File: config.mk
export PLATFORM = sky130hd
export DESIGN_NAME = tss_queue
export DESIGN_NICKNAME = d
export VERILOG_FILES = /design/src/sv/tss_pkg.sv /design/src/sv/tss_queue.sv
export SDC_FILE = /design/constraint.sdc
export NUM_CORES = 1
export LEC_CHECK = 0
export BUFFER_PORTS_ARGS = -buffer_cell sky130_fd_sc_hd__buf_2
export CELL_PAD_IN_SITES_DETAIL_PLACEMENT = 0
export CELL_PAD_IN_SITES_GLOBAL_PLACEMENT = 2
export CORE_MARGIN = 2
export CORE_UTILIZATION = 45
export DETAILED_ROUTE_END_ITERATION = 10
export GPL_TIMING_DRIVEN = 0
export PLACE_DENSITY_LB_ADDON = 0.1
export SLEW_MARGIN = 25
export SYNTH_ARGS = -nofsm -noshare
export SYNTH_HDL_FRONTEND = slang
export SYNTH_SLANG_ARGS = --single-unit
File: constraint.sdc
create_clock -name i_clk -period 17.5 [get_ports i_clk]
set_clock_uncertainty 0.2 [all_clocks]
set_input_delay 1.75 -clock i_clk [delete_from_list [all_inputs] [get_ports i_clk]]
set_output_delay 1.75 -clock i_clk [all_outputs]
set_load 0.03 [all_outputs]
File: src/sv/tss_pkg.sv
`default_nettype none
// ----------------------------------------------------------------------------
// tss_pkg
// shared widths, codes, types and the divider step for the scanline span block
// ----------------------------------------------------------------------------
package tss_pkg;

    localparam int FRAC_BITS = 8;
    localparam int CW        = 24;
    localparam int SW        = 16;
    localparam int YW        = SW + FRAC_BITS;
    localparam int DW        = ((CW > YW) ? CW : YW) + 1;
    localparam int PW        = 2 * DW - 1;
    localparam int QW        = DW;
    localparam int NE        = 3;
    localparam int AW        = 3;
    localparam int QDEPTH    = 4;

    typedef enum logic [AW-1:0] {
        REG_AX,
        REG_AY,
        REG_BX,
        REG_BY,
        REG_CX,
        REG_CY
    } t_reg;

    typedef enum logic [1:0] {
        EK_NONE,
        EK_HORZ,
        EK_CROSS
    } t_kind;

    typedef struct packed {
        t_kind                  kind;
        logic signed [CW-1:0]   xa;
        logic signed [CW-1:0]   xb;
        logic                   neg;
        logic [PW-1:0]          rem;
        logic [DW-1:0]          den;
        logic [QW-1:0]          quo;
    } t_edge;

    typedef t_edge [NE-1:0] t_item;

    // one restoring step for quotient bit b of every edge
    function automatic t_item div_step(t_item it, int b);
        t_item         res;
        logic [PW-1:0] sh;
        res = it;
        for (int e = 0; e < NE; e++) begin
            sh = PW'(it[e].den) << b;
            if (it[e].rem >= sh) begin
                res[e].rem    = it[e].rem - sh;
                res[e].quo[b] = 1'b1;
            end
        end
        return res;
    endfunction

endpackage
`default_nettype wire

File: src/sv/tss_queue.sv
`default_nettype none
// ----------------------------------------------------------------------------
// tss_queue
// short fifo between front and back
// ----------------------------------------------------------------------------
module tss_queue (
    input  wire logic            i_clk,
    input  wire logic            i_rst_n,
    input  wire logic            i_push,
    input  wire tss_pkg::t_item  i_item,
    output logic                 o_full,
    input  wire logic            i_pop,
    output logic                 o_valid,
    output tss_pkg::t_item       o_item
);

    localparam int PTRW = $clog2(tss_pkg::QDEPTH);

    tss_pkg::t_item   r_mem [tss_pkg::QDEPTH];
    logic [PTRW-1:0]  r_wptr;
    logic [PTRW-1:0]  r_rptr;
    logic [PTRW:0]    r_count;
    logic             do_pop;

    assign o_full  = (r_count == (PTRW+1)'(tss_pkg::QDEPTH));
    assign o_valid = (r_count != '0);
    assign o_item  = r_mem[r_rptr];
    assign do_pop  = i_pop && o_valid;

    always_ff @(posedge i_clk) begin
        if (i_push) begin
            r_mem[r_wptr] <= i_item;
        end
    end

    always_ff @(posedge i_clk) begin
        if (!i_rst_n) begin
            r_wptr  <= '0;
            r_rptr  <= '0;
            r_count <= '0;
        end else begin
            if (i_push) r_wptr <= r_wptr + 1'b1;
            if (do_pop) r_rptr <= r_rptr + 1'b1;
            case ({i_push, do_pop})
                2'b10:   r_count <= r_count + 1'b1;
                2'b01:   r_count <= r_count - 1'b1;
                default: r_count <= r_count;
            endcase
        end
    end

endmodule
`default_nettype wire

==> results by group <==
STA
  • Rel. slew slack: 29.49%
  • Final setup vio count: 0
  • Fin. max-slew vios: 0
  • Worst slew pin tran: 1.058 ns
  • RSZ-0062 raised after global routing: no
  • Fin crit period: 5.285 ns
  • Period Utilization, post-route: 30.20%
  • Max Freq: 189.2 MHz
  • Fin. Hold Viols: 0

Synthesis
  • Top cells by area, synth: edfxtp_1 (83%), mux4_2 (15%), buf_6 (0.77%), buf_2 (0.35%), dfxtp_1 (0.28%)
  • Synthesized area: 65420 sq um
  • Synth cell types: 22
  • Register area share after synthesis: 82.89%
  • YS warnings: 0
  • Synthesized area per cell: 27.29 sq um
  • Yosys top cell area share: 82.62%
  • Syn nets: 2857
  • Gate Count Post-Synth: 2397
  • Post-synth top area cell: edfxtp_1
  • Synth Register Bits: 1809

Setup path
  • Most Frequent Cell on Critical Path: buf_2
  • Critical path buffers and inverters: 4
  • Slowest stage delay, CP: 0.83 ns
  • Worst EP arrival: 3.33 ns
  • Delay-heaviest family, CP: buffers and inverters
  • Startpoint Class: flip-flop
  • Worst-path cell chain: buf_2, clkbuf_1, buf_2, mux4_2, buf_2
  • Worst setup EP type: output pin
  • Critical path data required time: 15.55 ns
  • R2R cell count: 9
  • Biggest fanout along the worst timing path: 10
  • Critical path depth in cells: 5
  • Kind of critical path: flip-flop to output pin
  • Slowest CP cell: clkbuf_1

Clock network
  • Setup bufs post-CTS: 0
  • Root buf cell: clkbuf_16
  • CTS clock-pin slew for the worst setup and hold paths: 0.05 ns
  • Hold_buf cts: 0
  • Total CTS buffers: 184
  • Worst skew pair latency: 0.77 ns
  • H-Tree Depth: 4
  • Clock Sinks: 1809
  • CTS tree: done
  • CTS resizes: 0
  • Clk buf depth: 3

Global routing
  • Global-route wire length before repair: 220.6 mm
  • Grt ovf: 0
  • Vias in the first global route: 32338
  • Initial antenna violation count: 127
  • Largest net degree at the start of global routing: 44
  • All-Layer GR Usage: 21.01%

Die
  • Die height: 385.3 microns
  • Die Area: 148400 sq um
  • Initial Util: 45.43%
  • Core footprint: 144000 sq um
  • Rows: 139
  • DIE WIDTH: 385.3 microns
  • I/O pin total: 906

Layout
  • Nets: 3999
  • Fin cells: 5625
  • Design Area, Final: 79410 sq um
  • Filler cells: 10886
  • Fin util: 55.14%
  • Area growth syn-to-layout: 21.38%
  • Proportion of layout cells with a drive suffix above 1: 47.46%

Min path
  • Worst hold path class: flip-flop to flip-flop
  • Worst hold stages: 2

Pwr
  • Worst vdd ir: 0.1113 mV
  • Total power per unit cell area: 142.7 nW/um^2
  • P_leak: 26.51 nW

Routing
  • Vias after detailed routing: 30144
  • Final WL: 157.0 mm
  • Via/cell ratio: 5.359
  • Post-route ant nets: 0
  • Routed WL per cell: 27.91 microns
  • Remaining DRCs: 0
  • Pre-antenna DRT Iters: 5
  • 1st-iter DRT viols: 1908

Place
  • Routability congestion estimate: 0.7679
  • Port bufs: 905
  • Placed Cells: 5256
  • Dpl cell area: 73510 sq um
  • Final HPWL DP: 110.3 mm

Outcome
  • Status: finished clean

Job
  • Maxcap violations: 0
[final timing paths]
check                   from  slack (ns)            end
setup / recovery   flip-flop       12.22    o_item[122]
setup reg to reg   r_wptr[0]       14.15  r_mem[0][331]
hold / removal    r_count[2]        0.36     r_count[2]
hold reg to reg   r_count[2]        0.36     r_count[2]
[tightest hold or removal path, delay by kind of cell (launching register included)]
kind           cells  cell delay [ns]
flip-flops         1             0.35
AO/OA/AOI/OAI      2             0.16
[per-stage QoR]
step                setup TNS (ns)  hold WS, ns  total power (W)  setup WS, ns
finish                           0       0.3604          0.01133         12.22
global route                     0       0.3809          0.01175         12.02
CTS                              0       0.3592          0.01149         11.99
detailed placement               0       0.3498         0.007727         12.63
global placement          -7116.45       0.3147         0.007841        -4.055
floorplan                        0       0.2895         0.006945         4.570
[synth_stat cells, drive strengths merged]
| library cell | instances |
|---|---|
| clkbuf | 6 |
| inv | 6 |
| nor2b | 3 |
| a21boi | 1 |
| buf | 94 |
| mux2i | 1 |
| mux4 | 450 |
| o311ai | 1 |
| fa | 1 |
| and2 | 8 |
| or3 | 2 |
| o21ai | 2 |
| edfxtp | 1800 |
| ha | 5 |
| and3 | 1 |
| xor2 | 2 |
| xnor2 | 3 |
| o31a | 1 |
| nand2 | 1 |
| dfxtp | 9 |
[layout make-up]
| cell class | instances | area, sq um | share of cell area [%] |
|---|---|---|---|
| diodes | 41 | 102.6 | 0.1292 |
| repair buffers | 956 | 5700 | 7.179 |
| plain buffers | 100 | 770.7 | 0.9706 |
| multi-input cells | 482 | 10410 | 13.11 |
| well taps | 1903 | 2381 | 2.998 |
| clock buffers | 230 | 4893 | 6.162 |
| inverters | 6 | 22.52 | 0.02836 |
| flip-flops and latches | 1809 | 54230 | 68.29 |
| clock inverters | 98 | 898.4 | 1.131 |
[state kept, by name, indices dropped and copies added, names as in the netlist, named ones only]
register	flops
r_rptr	2
r_count	3
r_mem	1800
r_wptr	2
[power breakdown]
| group | internal [W] | switching (W) |
|---|---|---|
| Combinational | 0.000939 | 0.00162 |
| Sequential | 0.00499 | 0.0000424 |
| Clock | 0.00219 | 0.00155 |
| Total | 0.00812 | 0.00321 |
[per-layer routing]
| layer | vias up | GRT usage [%] | wire [microns] |
|---|---|---|---|
| met5 | - | 0 | 507 |
| met4 | 84 | 9.728 | 7121 |
| met3 | 416 | 9.213 | 16680 |
| met2 | 1083 | 34.85 | 78600 |
| met1 | 15686 | 23.30 | 54070 |
| li1 | 12875 | - | - |
[layout by cell type (no fill, tap or decap), types with 2 or more instances in the layout]
master      instances
and2_1              4
and2_4              4
buf_1               3
buf_12             31
buf_16             20
buf_2             951
buf_6              45
bufinv_16          15
clkbuf_1           46
clkbuf_16         189
clkinv_1           42
clkinv_2           31
clkinvlp_4          3
dfxtp_1             9
diode_2            41
edfxtp_1         1800
ha_1                5
inv_1               6
inv_16              2
inv_6               3
mux4_2            450
nor2b_1             3
o21ai_0             2
or3_1               2
xnor2_1             3
xor2_1              2
[cell families (layout without fill, tap and decap cells)]
family / Yosys count / count (layout) / share of synthesized area [%]
AOI/OAI and AO/OA: 5 / 5 / 0.05356
DFF: 1809 / 1809 / 82.89
and+or+nand+nor: 15 / 15 / 0.1396
adders and majority gates: 6 / 6 / 0.1262
buffers and inverters: 106 / 1390 / 1.213
other: 0 / 41 / 0
muxes: 451 / 451 / 15.51
xor gates and xnor gates: 5 / 5 / 0.06695
No activity file was read; power rests on OpenSTA's default activity.
